--- src/design/nmtsh_pkg.sv ---
// Shared types, codes and constants of the NMT slave heartbeat and LED block.
package nmtsh_pkg;

    // Register file
    localparam int APB_AW = 5;
    localparam int APB_DW = 32;

    localparam logic [2:0] REG_NODE_ID     = 3'd0;
    localparam logic [2:0] REG_HB_PERIOD   = 3'd1;
    localparam logic [2:0] REG_FIRST_HB    = 3'd2;
    localparam logic [2:0] REG_STARTUP_PRE = 3'd3;
    localparam logic [2:0] REG_ERR_ACTIONS = 3'd4;
    localparam logic [2:0] REG_ERR_ACT_EN  = 3'd5;

    // Item kinds
    localparam logic [1:0] CMD_FRAME = 2'd0;
    localparam logic [1:0] CMD_TICK  = 2'd1;
    localparam logic [1:0] CMD_BLINK = 2'd2;

    // NMT command specifiers
    localparam logic [7:0] NMT_START      = 8'd1;
    localparam logic [7:0] NMT_STOP       = 8'd2;
    localparam logic [7:0] NMT_PREOP      = 8'd128;
    localparam logic [7:0] NMT_RESET_NODE = 8'd129;
    localparam logic [7:0] NMT_RESET_COMM = 8'd130;
    localparam logic [3:0] NMT_FRAME_LEN  = 4'd2;
    localparam logic [7:0] NMT_ALL_NODES  = 8'd0;

    // Operating states
    localparam logic [6:0] ST_INIT    = 7'd0;
    localparam logic [6:0] ST_STOPPED = 7'd4;
    localparam logic [6:0] ST_OPER    = 7'd5;
    localparam logic [6:0] ST_PREOP   = 7'd127;

    // Reset requests
    localparam logic [1:0] RST_NONE = 2'd0;
    localparam logic [1:0] RST_APP  = 2'd1;
    localparam logic [1:0] RST_COMM = 2'd2;

    // Error action codes
    localparam logic [1:0] ACT_PREOP = 2'd0;
    localparam logic [1:0] ACT_STOP  = 2'd2;

    // Error action slots
    localparam int ACT_SEVERE_COMM = 0;
    localparam int ACT_COMM        = 1;
    localparam int ACT_PASSIVE     = 2;
    localparam int ACT_GENERIC     = 3;
    localparam int ACT_PROFILE     = 4;
    localparam int ACT_MANUF       = 5;

    localparam logic [15:0] HB_TIMER_RESET = 16'hFFFF;

    // LED levels and pattern counter turning points
    localparam logic signed [7:0] LED_ON        = 8'sd1;
    localparam logic signed [7:0] LED_OFF       = -8'sd1;
    localparam logic signed [7:0] PAT_FLASH_END = 8'sd4;
    localparam logic signed [7:0] PAT_BLINK_LOW = -8'sd4;
    localparam logic signed [7:0] PAT_LONG_OFF  = -8'sd20;
    localparam logic signed [7:0] PAT_GAP1      = -8'sd104;
    localparam logic signed [7:0] PAT_GAP1_END  = -8'sd100;
    localparam logic signed [7:0] PAT_MARK1     = 8'sd100;
    localparam logic signed [7:0] PAT_MARK1_END = 8'sd104;
    localparam logic signed [7:0] PAT_GAP2      = -8'sd114;
    localparam logic signed [7:0] PAT_GAP2_END  = -8'sd110;
    localparam logic signed [7:0] PAT_MARK2     = 8'sd110;
    localparam logic signed [7:0] PAT_MARK2_END = 8'sd114;
    localparam logic signed [7:0] PAT_GAP3      = -8'sd124;
    localparam logic signed [7:0] PAT_GAP3_END  = -8'sd120;
    localparam logic signed [7:0] PAT_MARK3     = 8'sd120;
    localparam logic signed [7:0] PAT_MARK3_END = 8'sd124;

    typedef struct packed {
        logic [6:0]  node_id;
        logic [15:0] hb_period;
        logic [15:0] first_hb;
        logic        startup_preop;
        logic [11:0] err_actions;
        logic        err_act_en;
    } cfg_t;

    typedef struct packed {
        logic [1:0]  command;
        logic [3:0]  frame_length;
        logic [7:0]  frame_command;
        logic [7:0]  frame_node;
        logic [15:0] elapsed_ms;
        logic [7:0]  error_register;
        logic [6:0]  fault_flags;
        logic [15:0] next_timer_in;
    } item_t;

    typedef struct packed {
        logic signed [7:0] flicker;
        logic signed [7:0] blink;
        logic signed [7:0] single_flash;
        logic signed [7:0] double_flash;
        logic signed [7:0] triple_flash;
        logic signed [7:0] quad_flash;
    } led_ctr_t;

    typedef struct packed {
        logic [6:0]        state_code;
        logic              state_changed;
        logic [1:0]        reset_request;
        logic              heartbeat_send;
        logic [6:0]        heartbeat_byte;
        logic [15:0]       next_timer_out;
        logic signed [7:0] green_led_level;
        logic signed [7:0] red_led_level;
    } res_t;

endpackage

--- src/design/nmtsh_cfg.sv ---
// APB register file holding the node configuration.
module nmtsh_cfg
    import nmtsh_pkg::*;
(
    input  logic              aclk,
    input  logic              aresetn,
    input  logic              psel,
    input  logic              penable,
    input  logic              pwrite,
    input  logic [APB_AW-1:0] paddr,
    input  logic [APB_DW-1:0] pwdata,
    output logic [APB_DW-1:0] prdata,
    output logic              pready,
    output cfg_t              cfg
);

    cfg_t       cfg_reg;
    logic [2:0] reg_idx;
    logic       wr_en;

    assign reg_idx = paddr[4:2];
    assign wr_en   = psel && penable && pwrite;
    assign pready  = 1'b1;
    assign cfg     = cfg_reg;

    // Write registers on the access phase
    always_ff @(posedge aclk) begin
        if (!aresetn) begin
            cfg_reg.node_id       <= 7'd1;
            cfg_reg.hb_period     <= '0;
            cfg_reg.first_hb      <= '0;
            cfg_reg.startup_preop <= 1'b0;
            cfg_reg.err_actions   <= '0;
            cfg_reg.err_act_en    <= 1'b1;
        end else if (wr_en) begin
            unique case (reg_idx)
                REG_NODE_ID:     cfg_reg.node_id       <= pwdata[6:0];
                REG_HB_PERIOD:   cfg_reg.hb_period     <= pwdata[15:0];
                REG_FIRST_HB:    cfg_reg.first_hb      <= pwdata[15:0];
                REG_STARTUP_PRE: cfg_reg.startup_preop <= pwdata[0];
                REG_ERR_ACTIONS: cfg_reg.err_actions   <= pwdata[11:0];
                REG_ERR_ACT_EN:  cfg_reg.err_act_en    <= pwdata[0];
                default: ;
            endcase
        end
    end

    // Read back
    always_comb begin
        unique case (reg_idx)
            REG_NODE_ID:     prdata = {25'd0, cfg_reg.node_id};
            REG_HB_PERIOD:   prdata = {16'd0, cfg_reg.hb_period};
            REG_FIRST_HB:    prdata = {16'd0, cfg_reg.first_hb};
            REG_STARTUP_PRE: prdata = {31'd0, cfg_reg.startup_preop};
            REG_ERR_ACTIONS: prdata = {20'd0, cfg_reg.err_actions};
            REG_ERR_ACT_EN:  prdata = {31'd0, cfg_reg.err_act_en};
            default:         prdata = '0;
        endcase
    end

endmodule

--- src/design/nmtsh_blink.sv ---
// Six LED pattern counters stepped by the 50 ms blink tick.
module nmtsh_blink
    import nmtsh_pkg::*;
(
    input  logic     aclk,
    input  logic     aresetn,
    input  logic     step,
    output led_ctr_t ctr
);

    led_ctr_t ctr_reg;
    led_ctr_t ctr_next;
    led_ctr_t inc;

    assign ctr = ctr_reg;

    // Advance each pattern and fold it back at its turning points
    always_comb begin
        inc.flicker      = ctr_reg.flicker + 8'sd1;
        inc.blink        = ctr_reg.blink + 8'sd1;
        inc.single_flash = ctr_reg.single_flash + 8'sd1;
        inc.double_flash = ctr_reg.double_flash + 8'sd1;
        inc.triple_flash = ctr_reg.triple_flash + 8'sd1;
        inc.quad_flash   = ctr_reg.quad_flash + 8'sd1;

        ctr_next.flicker      = (inc.flicker >= LED_ON) ? LED_OFF : inc.flicker;
        ctr_next.blink        = (inc.blink >= PAT_FLASH_END) ? PAT_BLINK_LOW : inc.blink;
        ctr_next.single_flash = (inc.single_flash >= PAT_FLASH_END) ? PAT_LONG_OFF
                                                                    : inc.single_flash;

        case (inc.double_flash)
            PAT_FLASH_END: ctr_next.double_flash = PAT_GAP1;
            PAT_GAP1_END:  ctr_next.double_flash = PAT_MARK1;
            PAT_MARK1_END: ctr_next.double_flash = PAT_LONG_OFF;
            default:       ctr_next.double_flash = inc.double_flash;
        endcase

        case (inc.triple_flash)
            PAT_FLASH_END: ctr_next.triple_flash = PAT_GAP1;
            PAT_GAP1_END:  ctr_next.triple_flash = PAT_MARK1;
            PAT_MARK1_END: ctr_next.triple_flash = PAT_GAP2;
            PAT_GAP2_END:  ctr_next.triple_flash = PAT_MARK2;
            PAT_MARK2_END: ctr_next.triple_flash = PAT_LONG_OFF;
            default:       ctr_next.triple_flash = inc.triple_flash;
        endcase

        case (inc.quad_flash)
            PAT_FLASH_END: ctr_next.quad_flash = PAT_GAP1;
            PAT_GAP1_END:  ctr_next.quad_flash = PAT_MARK1;
            PAT_MARK1_END: ctr_next.quad_flash = PAT_GAP2;
            PAT_GAP2_END:  ctr_next.quad_flash = PAT_MARK2;
            PAT_MARK2_END: ctr_next.quad_flash = PAT_GAP3;
            PAT_GAP3_END:  ctr_next.quad_flash = PAT_MARK3;
            PAT_MARK3_END: ctr_next.quad_flash = PAT_LONG_OFF;
            default:       ctr_next.quad_flash = inc.quad_flash;
        endcase
    end

    // Hold counters between ticks
    always_ff @(posedge aclk) begin
        if (!aresetn) begin
            ctr_reg <= '0;
        end else if (step) begin
            ctr_reg <= ctr_next;
        end
    end

endmodule

--- src/design/nmtsh_core.sv ---
// NMT state machine, heartbeat producer, LED levels and error actions.
module nmtsh_core
    import nmtsh_pkg::*;
(
    input  logic     aclk,
    input  logic     aresetn,
    input  logic     step,
    input  item_t    item,
    input  cfg_t     cfg,
    input  led_ctr_t ctr,
    output res_t     res
);

    logic [6:0]        op_reg,    op_next;
    logic [1:0]        latch_reg, latch_next;
    logic [15:0]       timer_reg, timer_next;
    logic signed [7:0] green_reg, green_next;
    logic signed [7:0] red_reg,   red_next;

    function automatic logic [6:0] apply_act(input logic [6:0] st, input logic [1:0] act);
        logic [6:0] r;
        case (act)
            ACT_PREOP: r = ST_PREOP;
            ACT_STOP:  r = ST_STOPPED;
            default:   r = st;
        endcase
        return r;
    endfunction

    function automatic logic act_drops(input logic [1:0] act);
        return (act == ACT_PREOP) || (act == ACT_STOP);
    endfunction

    // Work out one item against the held state
    always_comb begin
        logic        addressed;
        logic        passive;
        logic        busoff;
        logic        hbfault;
        logic [15:0] sum;
        logic        due;
        logic [15:0] t1;
        logic [6:0]  st1;
        logic [15:0] diff;
        logic [15:0] nxt;
        logic [7:0]  er;
        logic [6:0]  st2;
        logic        hb_send;
        logic [6:0]  hb_byte;

        op_next    = op_reg;
        latch_next = latch_reg;
        timer_next = timer_reg;
        green_next = green_reg;
        red_next   = red_reg;
        hb_send    = 1'b0;
        hb_byte    = ST_INIT;
        nxt        = item.next_timer_in;

        addressed = (item.frame_length == NMT_FRAME_LEN) &&
                    ((item.frame_node == NMT_ALL_NODES) ||
                     (item.frame_node == {1'b0, cfg.node_id}));
        passive = item.fault_flags[0] || item.fault_flags[1];
        busoff  = item.fault_flags[2];
        hbfault = item.fault_flags[4] || item.fault_flags[5];

        // Heartbeat timer and boot-up
        sum = timer_reg + item.elapsed_ms;
        due = ((cfg.hb_period != 16'd0) && (sum >= cfg.hb_period)) || (op_reg == ST_INIT);
        t1  = sum;
        st1 = op_reg;
        if (due) begin
            t1 = 16'd0;
            if (op_reg == ST_INIT) begin
                t1  = (cfg.hb_period > cfg.first_hb) ? cfg.hb_period - cfg.first_hb : 16'd0;
                st1 = cfg.startup_preop ? ST_PREOP : ST_OPER;
            end
        end
        diff = cfg.hb_period - t1;

        // Error actions in operational
        er = item.error_register;
        if (passive && act_drops(cfg.err_actions[2*ACT_PASSIVE +: 2])) begin
            er[4] = 1'b1;
        end
        st2 = st1;
        if (er[4]) begin
            if (act_drops(cfg.err_actions[2*ACT_COMM +: 2])) begin
                st2 = apply_act(st2, cfg.err_actions[2*ACT_COMM +: 2]);
            end else if (busoff || hbfault) begin
                st2 = apply_act(st2, cfg.err_actions[2*ACT_SEVERE_COMM +: 2]);
            end
        end
        if (er[0]) st2 = apply_act(st2, cfg.err_actions[2*ACT_GENERIC +: 2]);
        if (er[5]) st2 = apply_act(st2, cfg.err_actions[2*ACT_PROFILE +: 2]);
        if (er[7]) st2 = apply_act(st2, cfg.err_actions[2*ACT_MANUF +: 2]);

        case (item.command)
            CMD_FRAME: begin
                if (addressed) begin
                    case (item.frame_command)
                        NMT_START: begin
                            if (item.error_register == 8'd0) op_next = ST_OPER;
                        end
                        NMT_STOP:       op_next    = ST_STOPPED;
                        NMT_PREOP:      op_next    = ST_PREOP;
                        NMT_RESET_NODE: latch_next = RST_APP;
                        NMT_RESET_COMM: latch_next = RST_COMM;
                        default: ;
                    endcase
                end
            end
            CMD_TICK: begin
                hb_send    = due;
                hb_byte    = due ? op_reg : ST_INIT;
                timer_next = t1;
                op_next    = st1;

                // Lower the caller's deadline
                if (cfg.hb_period != 16'd0) begin
                    if (t1 < cfg.hb_period) begin
                        if (nxt > diff) nxt = diff;
                    end else begin
                        nxt = 16'd0;
                    end
                end

                // Run LED
                if (st1 == ST_STOPPED)    green_next = ctr.single_flash;
                else if (st1 == ST_PREOP) green_next = ctr.blink;
                else if (st1 == ST_OPER)  green_next = LED_ON;

                // Error LED by fault priority
                if (busoff)                                red_next = LED_ON;
                else if (item.fault_flags[3])              red_next = ctr.triple_flash;
                else if (hbfault)                          red_next = ctr.double_flash;
                else if (passive || item.fault_flags[6])   red_next = ctr.single_flash;
                else if (item.error_register != 8'd0)
                    red_next = (ctr.blink >= 8'sd0) ? LED_OFF : LED_ON;
                else                                       red_next = LED_OFF;

                if (cfg.err_act_en && (st1 == ST_OPER) && (er != 8'd0)) begin
                    op_next = st2;
                    if (st2 != ST_OPER) timer_next = cfg.hb_period;
                end
            end
            default: ;
        endcase

        res.state_code      = op_next;
        res.state_changed   = (op_next != op_reg);
        res.reset_request   = latch_next;
        res.heartbeat_send  = hb_send;
        res.heartbeat_byte  = hb_byte;
        res.next_timer_out  = nxt;
        res.green_led_level = green_next;
        res.red_led_level   = red_next;
    end

    // Commit state when the item moves to the result register
    always_ff @(posedge aclk) begin
        if (!aresetn) begin
            op_reg    <= ST_INIT;
            latch_reg <= RST_NONE;
            timer_reg <= HB_TIMER_RESET;
            green_reg <= LED_OFF;
            red_reg   <= LED_ON;
        end else if (step) begin
            op_reg    <= op_next;
            latch_reg <= latch_next;
            timer_reg <= timer_next;
            green_reg <= green_next;
            red_reg   <= red_next;
        end
    end

`ifndef SYNTH
    // A latched reset request is never withdrawn
    a_latch_sticky: assert property (@(posedge aclk) disable iff (!aresetn)
        (latch_reg != RST_NONE) |=> (latch_reg != RST_NONE))
        else $error("reset request latch cleared");

    // A tick in initializing sends boot-up and leaves initializing
    a_boot: assert property (@(posedge aclk) disable iff (!aresetn)
        (step && (item.command == CMD_TICK) && (op_reg == ST_INIT)) |->
        (res.heartbeat_send && (res.heartbeat_byte == ST_INIT) &&
         (op_next != ST_INIT)))
        else $error("boot-up not produced on first tick");

    // Only process ticks move the heartbeat timer
    a_timer_hold: assert property (@(posedge aclk) disable iff (!aresetn)
        (step && (item.command != CMD_TICK)) |=> $stable(timer_reg))
        else $error("heartbeat timer moved on a non-tick item");
`endif

endmodule

--- src/design/nmt_slave_state_heartbeat_led.sv ---
// Top level of the NMT slave state, heartbeat producer and status LED block.
// An accepted input beat is held in the input register, and its result then in the result register.
// Throughput: one item per cycle while m_ready stays high; a stalled result
// holds the input register once it is full, so s_ready drops only then.
// Reset: synchronous active-low aresetn; state initializing, no reset request,
// heartbeat timer all ones, pattern counters zero, run LED off, error LED on.
module nmt_slave_state_heartbeat_led
    import nmtsh_pkg::*;
(
    input  logic              aclk,
    input  logic              aresetn,
    // configuration
    input  logic              psel,
    input  logic              penable,
    input  logic              pwrite,
    input  logic [APB_AW-1:0] paddr,
    input  logic [APB_DW-1:0] pwdata,
    output logic [APB_DW-1:0] prdata,
    output logic              pready,
    // input items
    input  logic              s_valid,
    output logic              s_ready,
    input  logic [1:0]        s_command,
    input  logic [3:0]        s_frame_length,
    input  logic [7:0]        s_frame_command,
    input  logic [7:0]        s_frame_node,
    input  logic [15:0]       s_elapsed_ms,
    input  logic [7:0]        s_error_register,
    input  logic [6:0]        s_fault_flags,
    input  logic [15:0]       s_next_timer_in,
    // results
    output logic              m_valid,
    input  logic              m_ready,
    output logic [6:0]        m_state_code,
    output logic              m_state_changed,
    output logic [1:0]        m_reset_request,
    output logic              m_heartbeat_send,
    output logic [6:0]        m_heartbeat_byte,
    output logic [15:0]       m_next_timer_out,
    output logic signed [7:0] m_green_led_level,
    output logic signed [7:0] m_red_led_level
);

    cfg_t     cfg;
    led_ctr_t ctr;
    item_t    item_reg;
    res_t     res;
    res_t     res_reg;
    logic     in_valid_reg,  in_valid_next;
    logic     out_valid_reg, out_valid_next;
    logic     s_beat;
    logic     fire;

    nmtsh_cfg u_cfg (
        .aclk    (aclk),
        .aresetn (aresetn),
        .psel    (psel),
        .penable (penable),
        .pwrite  (pwrite),
        .paddr   (paddr),
        .pwdata  (pwdata),
        .prdata  (prdata),
        .pready  (pready),
        .cfg     (cfg)
    );

    nmtsh_blink u_blink (
        .aclk    (aclk),
        .aresetn (aresetn),
        .step    (fire && (item_reg.command == CMD_BLINK)),
        .ctr     (ctr)
    );

    nmtsh_core u_core (
        .aclk    (aclk),
        .aresetn (aresetn),
        .step    (fire),
        .item    (item_reg),
        .cfg     (cfg),
        .ctr     (ctr),
        .res     (res)
    );

    // Handshake and pipeline advance
    assign fire    = in_valid_reg && (!out_valid_reg || m_ready);
    assign s_ready = !in_valid_reg || fire;
    assign s_beat  = s_valid && s_ready;

    always_comb begin
        in_valid_next  = s_beat ? 1'b1 : (fire ? 1'b0 : in_valid_reg);
        out_valid_next = fire ? 1'b1 : (m_ready ? 1'b0 : out_valid_reg);
    end

    // Control flags
    always_ff @(posedge aclk) begin
        if (!aresetn) begin
            in_valid_reg  <= 1'b0;
            out_valid_reg <= 1'b0;
        end else begin
            in_valid_reg  <= in_valid_next;
            out_valid_reg <= out_valid_next;
        end
    end

    // Capture input beat and result
    always_ff @(posedge aclk) begin
        if (s_beat) begin
            item_reg.command        <= s_command;
            item_reg.frame_length   <= s_frame_length;
            item_reg.frame_command  <= s_frame_command;
            item_reg.frame_node     <= s_frame_node;
            item_reg.elapsed_ms     <= s_elapsed_ms;
            item_reg.error_register <= s_error_register;
            item_reg.fault_flags    <= s_fault_flags;
            item_reg.next_timer_in  <= s_next_timer_in;
        end
        if (fire) begin
            res_reg <= res;
        end
    end

    assign m_valid           = out_valid_reg;
    assign m_state_code      = res_reg.state_code;
    assign m_state_changed   = res_reg.state_changed;
    assign m_reset_request   = res_reg.reset_request;
    assign m_heartbeat_send  = res_reg.heartbeat_send;
    assign m_heartbeat_byte  = res_reg.heartbeat_byte;
    assign m_next_timer_out  = res_reg.next_timer_out;
    assign m_green_led_level = res_reg.green_led_level;
    assign m_red_led_level   = res_reg.red_led_level;

`ifndef SYNTH
    // Input stalls only when both stages are full and the output is stalled
    a_stall_cause: assert property (@(posedge aclk) disable iff (!aresetn)
        !s_ready |-> (in_valid_reg && out_valid_reg && !m_ready))
        else $error("input stalled without a full pipeline");

    // A processed item always shows up as a result beat
    a_fire_out: assert property (@(posedge aclk) disable iff (!aresetn)
        fire |=> out_valid_reg)
        else $error("processed item not presented");

    // A held item is not dropped before it is processed
    a_in_hold: assert property (@(posedge aclk) disable iff (!aresetn)
        (in_valid_reg && !fire) |=> in_valid_reg)
        else $error("pending item dropped");
`endif

endmodule

--- config.mk ---
export PLATFORM = sky130hd
export DESIGN_NAME = nmt_slave_state_heartbeat_led
export DESIGN_NICKNAME = d
export VERILOG_FILES = /design/src/design/nmtsh_pkg.sv /design/src/design/nmtsh_cfg.sv /design/src/design/nmtsh_blink.sv /design/src/design/nmtsh_core.sv /design/src/design/nmt_slave_state_heartbeat_led.sv
export SDC_FILE = /design/constraint.sdc
export NUM_CORES = 1
export LEC_CHECK = 0
export BUFFER_PORTS_ARGS = -buffer_cell sky130_fd_sc_hd__buf_2
export CAP_MARGIN = 20
export CORE_MARGIN = 2
export CORE_UTILIZATION = 55
export CTS_BUF_LIST = sky130_fd_sc_hd__clkbuf_4
export DETAILED_ROUTE_END_ITERATION = 8
export GPL_TIMING_DRIVEN = 0
export HOLD_SLACK_MARGIN = 0.05
export PLACE_DENSITY = 0.76
export SLEW_MARGIN = 10
export SYNTH_ARGS = -nofsm -noshare
export SYNTH_HDL_FRONTEND = slang
export SYNTH_SLANG_ARGS = --single-unit
--- constraint.sdc ---
create_clock -name aclk -period 14.1 [get_ports aclk]
set_clock_uncertainty 0.1 [all_clocks]
set_input_delay 1.41 -clock aclk [delete_from_list [all_inputs] [get_ports aclk]]
set_output_delay 1.41 -clock aclk [all_outputs]
set_load 0.02 [all_outputs]
After elaboration in Yosys (flattened, before gate mapping) --
Index checks and enable logic that the tools add are counted.
Storage, ports and cells: input port bits 113, register bits after elaboration 247
Operators by class: $add $sub $neg 7, equality and inequality tests 33, magnitude comparators 7, mux-type cells 52, reduce and logical (&&, ||, !) cells 46
Operator list (number):
- two-way mux 16 bit | 9
- two-way mux 8 bit | 13
- case mux 16 bit (6 select lines) | 1
- two-way mux 7 bit | 12
- case mux 7 bit (2 select lines) | 6
- equality test 8 bit (second input constant) | 6
- case mux 8 bit (5 select lines) | 1
- adder 8 x 2 -> 8 bit (second input constant) | 4
- > comparator 16 bit | 2
- subtractor 16 bit | 2
- equality test 8 x 7 -> 1 bit (second input constant) | 3
- case mux 8 bit (3 select lines) | 1
- case mux 7 bit (3 select lines) | 1
- adder 16 bit | 1
- equality test 8 x 3 -> 1 bit (second input constant) | 2
- greater-or-equal comparator 16 bit | 1
- greater-or-equal comparator 8 x 4 -> 1 bit (second input constant) | 2
- logical NOT 8 bit | 2
- < comparator 16 bit | 1
- AND reduction 2 bit | 8
- nonzero test 16 bit | 1
- nonzero test 8 bit | 2
- equality test 2 bit (second input constant) | 7
- equality test 7 x 3 -> 1 bit (second input constant) | 2
- 22 further kinds | 55

Depth between registers and ports, before layout --
depth in word-level cells 18, gate-level depth with buffers 35, depth with buffers taken out 33

Modules after synthesis --
From an unflattened synthesis, not the netlist that was laid out.
Second synthesis, totals: cell total of the unflattened synthesis 1743, area total of the unflattened synthesis 16229.3 um^2
Modules (own cells, without submodules):
- nmtsh_core | area each 6287.3 um^2, instances 1, sequential area each 820.8 um^2, cells an instance 858
- nmt_slave_state_heartbeat_led | area each 3692.3 um^2, instances 1, sequential area each 3613.5 um^2, cells an instance 129
- nmtsh_blink | area each 3619.7 um^2, instances 1, sequential area each 960.9 um^2, cells an instance 477
- nmtsh_cfg | area each 2630.0 um^2, instances 1, sequential area each 1061.0 um^2, cells an instance 279

Worst setup path before layout --
No wires, ideal clock.
kind register -> register, from reg item_reg[31] (netlist bit), to reg res_reg (netlist bit m_next_timer_out[4]), data pin, clock period less this slack 7058 ps, path slack 7042 ps, required time 13733 ps, buffers on the path 2, setup time 267 ps, data arrival time 6691 ps, stages on the path, launching flop included 34, cells stage by stage edfxtp_1 > ha_1 > fa_1 > a21oi_1 > o22ai_1 > nor4_1 > a21oi_1 > xnor2_1 > inv_1 > ha_1 > nand4_1 > nor4_1 > o31a_1 > nor3_1 > a31oi_2 > buf_6 > a2bb2oi_4 > ha_1 > nor2b_1 > o21ai_0 > a21oi_1 > o41ai_1 > a21oi_1 > o21ai_0 > nand2_1 > ha_1 > nand4_1 > nor3_1 > o211ai_1 > a31oi_1 > o21a_1 > clkbuf_1 > mux2i_1 > nor2b_1
RTL lines:
- start, declared | line nmt_slave_state_heartbeat_led.sv:46 | item_t item_reg;
- end signal, assigned | line nmt_slave_state_heartbeat_led.sv:118 | res_reg <= res;
- end, declared | line nmt_slave_state_heartbeat_led.sv:48 | res_t res_reg;

==> out/results.txt <==
clk sinks = 247
PwrDens = 114.3 nW/um2
DR pass1 iterations = 6
chip height = 166.2 um
Worst EP required = 14510 ps
max FFs per register = 69
post-synthesis simple-gate area fraction = 17.75%
HP Class = register to register
Commonest cells post-synth = 198 x nand2_1, 131 x a21oi_1, 129 x nor2_1
Max-Cap Viols = 0
origin of the critical flop-to-flop path = item_reg[31]
layout cells sized above 1 = 19.20%
top-count cell post-synth = nand2_1
fin crit share = 61.21%
Cells after Synth = 1577
Total GRT Usage = 29.42%
Design Area, Final = 16670 um2
global-route wire length before repair = 65280 um
setup_tns = 0 ps
area leader, netlist = edfxtp_1
FP Rows = 59
Routed Wire Length = 41060 um
post-route non-filler standard cell count = 2213
clock buffer depth = 3
Initial Utilization = 55.81%
root buf cell = clkbuf_4
CP delay by family, top = compound AO/OA/AOI/OAI gates
leakage power = 6.781 nW
io pins = 198
combinational family with the most area after synthesis = compound AO/OA/AOI/OAI gates
Slew headroom = 41.60%
slew at the pin closest to its max-slew limit = 869.3 ps
top-area cell type share of the netlist area = 24.71%
Worst Setup SP = item_reg[31]
# hold bufs at CTS = 0
Adder-Cell Fraction of Synth Area = 7.856%
hold wc startpoint = u_core.green_reg[3]
Post-synth ARST share = 0%
H-tree depth = 3
RSZ-0062 raised after global routing = no
GP Congestion = 0.9685
post-detail-place hpwl = 30720 um
mux contribution to synthesized area = 2.483%
Wirelength per Cell = 18.55 um
vias in the first global route = 12570
Yosys warning count = 0
critical path's slowest cell = o41ai_1
placed insts = 2089
xor and xnor area share after synthesis = 3.694%
Post-Syn Area = 14460 um2
Critical Path Sink Type = register
post-CTS sizing = 0
largest net degree at the start of global routing = 66
1st-iter DRT viols = 1144
Crit path largest cell delay = 650 ps
Bufs and invs on worst path = 3
initial antenna violation count = 3
crit path time final = 8631 ps
EDFF count, synth = 119
post-synthesis sequential area ratio = 42.43%
Hold Vio Cnt, Final = 0
post-DR vias/cell = 5.919
Final Util = 64.32%
Final #Nets = 2025
fmax = 115.9 MHz
CTS tree = yes
clk_lat worst skew = 700 ps
IO buf count = 160
crit-path max FO = 10
vias = 13100
synth unique cells = 93
ANT nets after route = 0
number of setup violations in the final report = 0
Overflow after GRT = 0
synthesis-to-finish area growth = 15.24%
compound-gate portion of the synthesized area = 20.52%
clock-pin slew on the worst setup and hold paths = 70 ps
Avg Cell Area, Syn = 9.170 um2
CP Class = register to register
Worst VDD drop = 0.07859 mV
hold slack = 368.4 ps
DRC Markers = 0
status = finished clean
setup repair bufs after CTS = 0
Yosys reg bits = 247
Final Max Tran Viols = 0
CP Data Arrival Time = 9040 ps
Startpoint Class = register
DIE AREA = 27610 um2
Horiz. Die Dim = 166.2 um
Top FF cell, synth = dfxtp_1
synth top area cells = edfxtp_1 25%, dfxtp_1 18%, ha_1 7.4%
Area after DPL = 15790 um2
cts bufs inserted = 67
core area = 25910 um2
## layout make-up
cell class              count  area, um2
diodes                      3      7.507
plain buffers              88      427.9
clock buffers             106      795.8
clock inverters            15      71.32
fillers                  2244       9245
inverters                  87      329.1
multi-input cells        1170       7631
flip-flops and latches    247       6136
well taps                 335      419.2
repair buffers            162      848.3
## power by group
part	internal, mW	switching (mW)	total [mW]
registers	0.783	0.0163	0.799
clock network	0.343	0.311	0.654
logic	0.179	0.272	0.451
## routing by layer
layer / track usage (%) / up-vias / routed length, um
li1: - / 6238 / -
met1: 38.21 / 6151 / 17210
met2: 47.81 / 596 / 19020
met3: 5.601 / 113 / 3260
met4: 13.46 / 0 / 1569
met5: 0 / - / 0
## through the flow
stage                     power [mW]  worst slack [ps]
after floorplan                1.136              7042
after global routing           2.004              4685
after detailed placement       1.257              5578
after global placement         1.246              5584
after CTS                      1.911              5506
final                          1.905              5469
## kinds of logic (layout without fill, tap and decap cells)
kind of cell	after synthesis	in the layout
AOI/OAI and AO/OA	425	425
xor gates and xnor gates	61	61
adders and majority gates	89	89
buffers and inverters	175	458
DFF	247	247
muxes	34	34
other	2	20
and+or+nand+nor	544	544
## worst reg2reg max path, delay by kind of cell (launching register included)
| kind | cells | cell delay [ps] |
|---|---|---|
| compound gates | 14 | 3420 |
| xor+xnor | 1 | 420 |
| fa+ha+maj | 5 | 1600 |
| buf+inv | 3 | 800 |
| flops | 1 | 390 |
| mux | 1 | 240 |
| simple gates | 9 | 1500 |
## final timing paths
| check | to | slack [ps] | cells after the start |
|---|---|---|---|
| worst max-delay path | m_next_timer_out[4] | 5470 | 33 |
| worst min-delay path | u_core.green_reg[3] | 370 | 1 |
| worst max register to register | m_next_timer_out[4] | 5470 | 33 |
| worst min register to register | u_core.green_reg[3] | 370 | 1 |
## layout by cell type (no fill, tap or decap), drive strengths merged, types with 22 or more instances in the layout
master	instances
clkbuf	169
nand3	46
nor2b	23
buf	187
xnor2	39
edfxtp	119
nor2	129
mux2i	28
ha	86
o21ai	72
dfxtp	128
nor3	28
xor2	22
a21oi	131
nand2	199
inv	91
nand2b	23
Note: power is estimated with default switching activity, not from simulation.
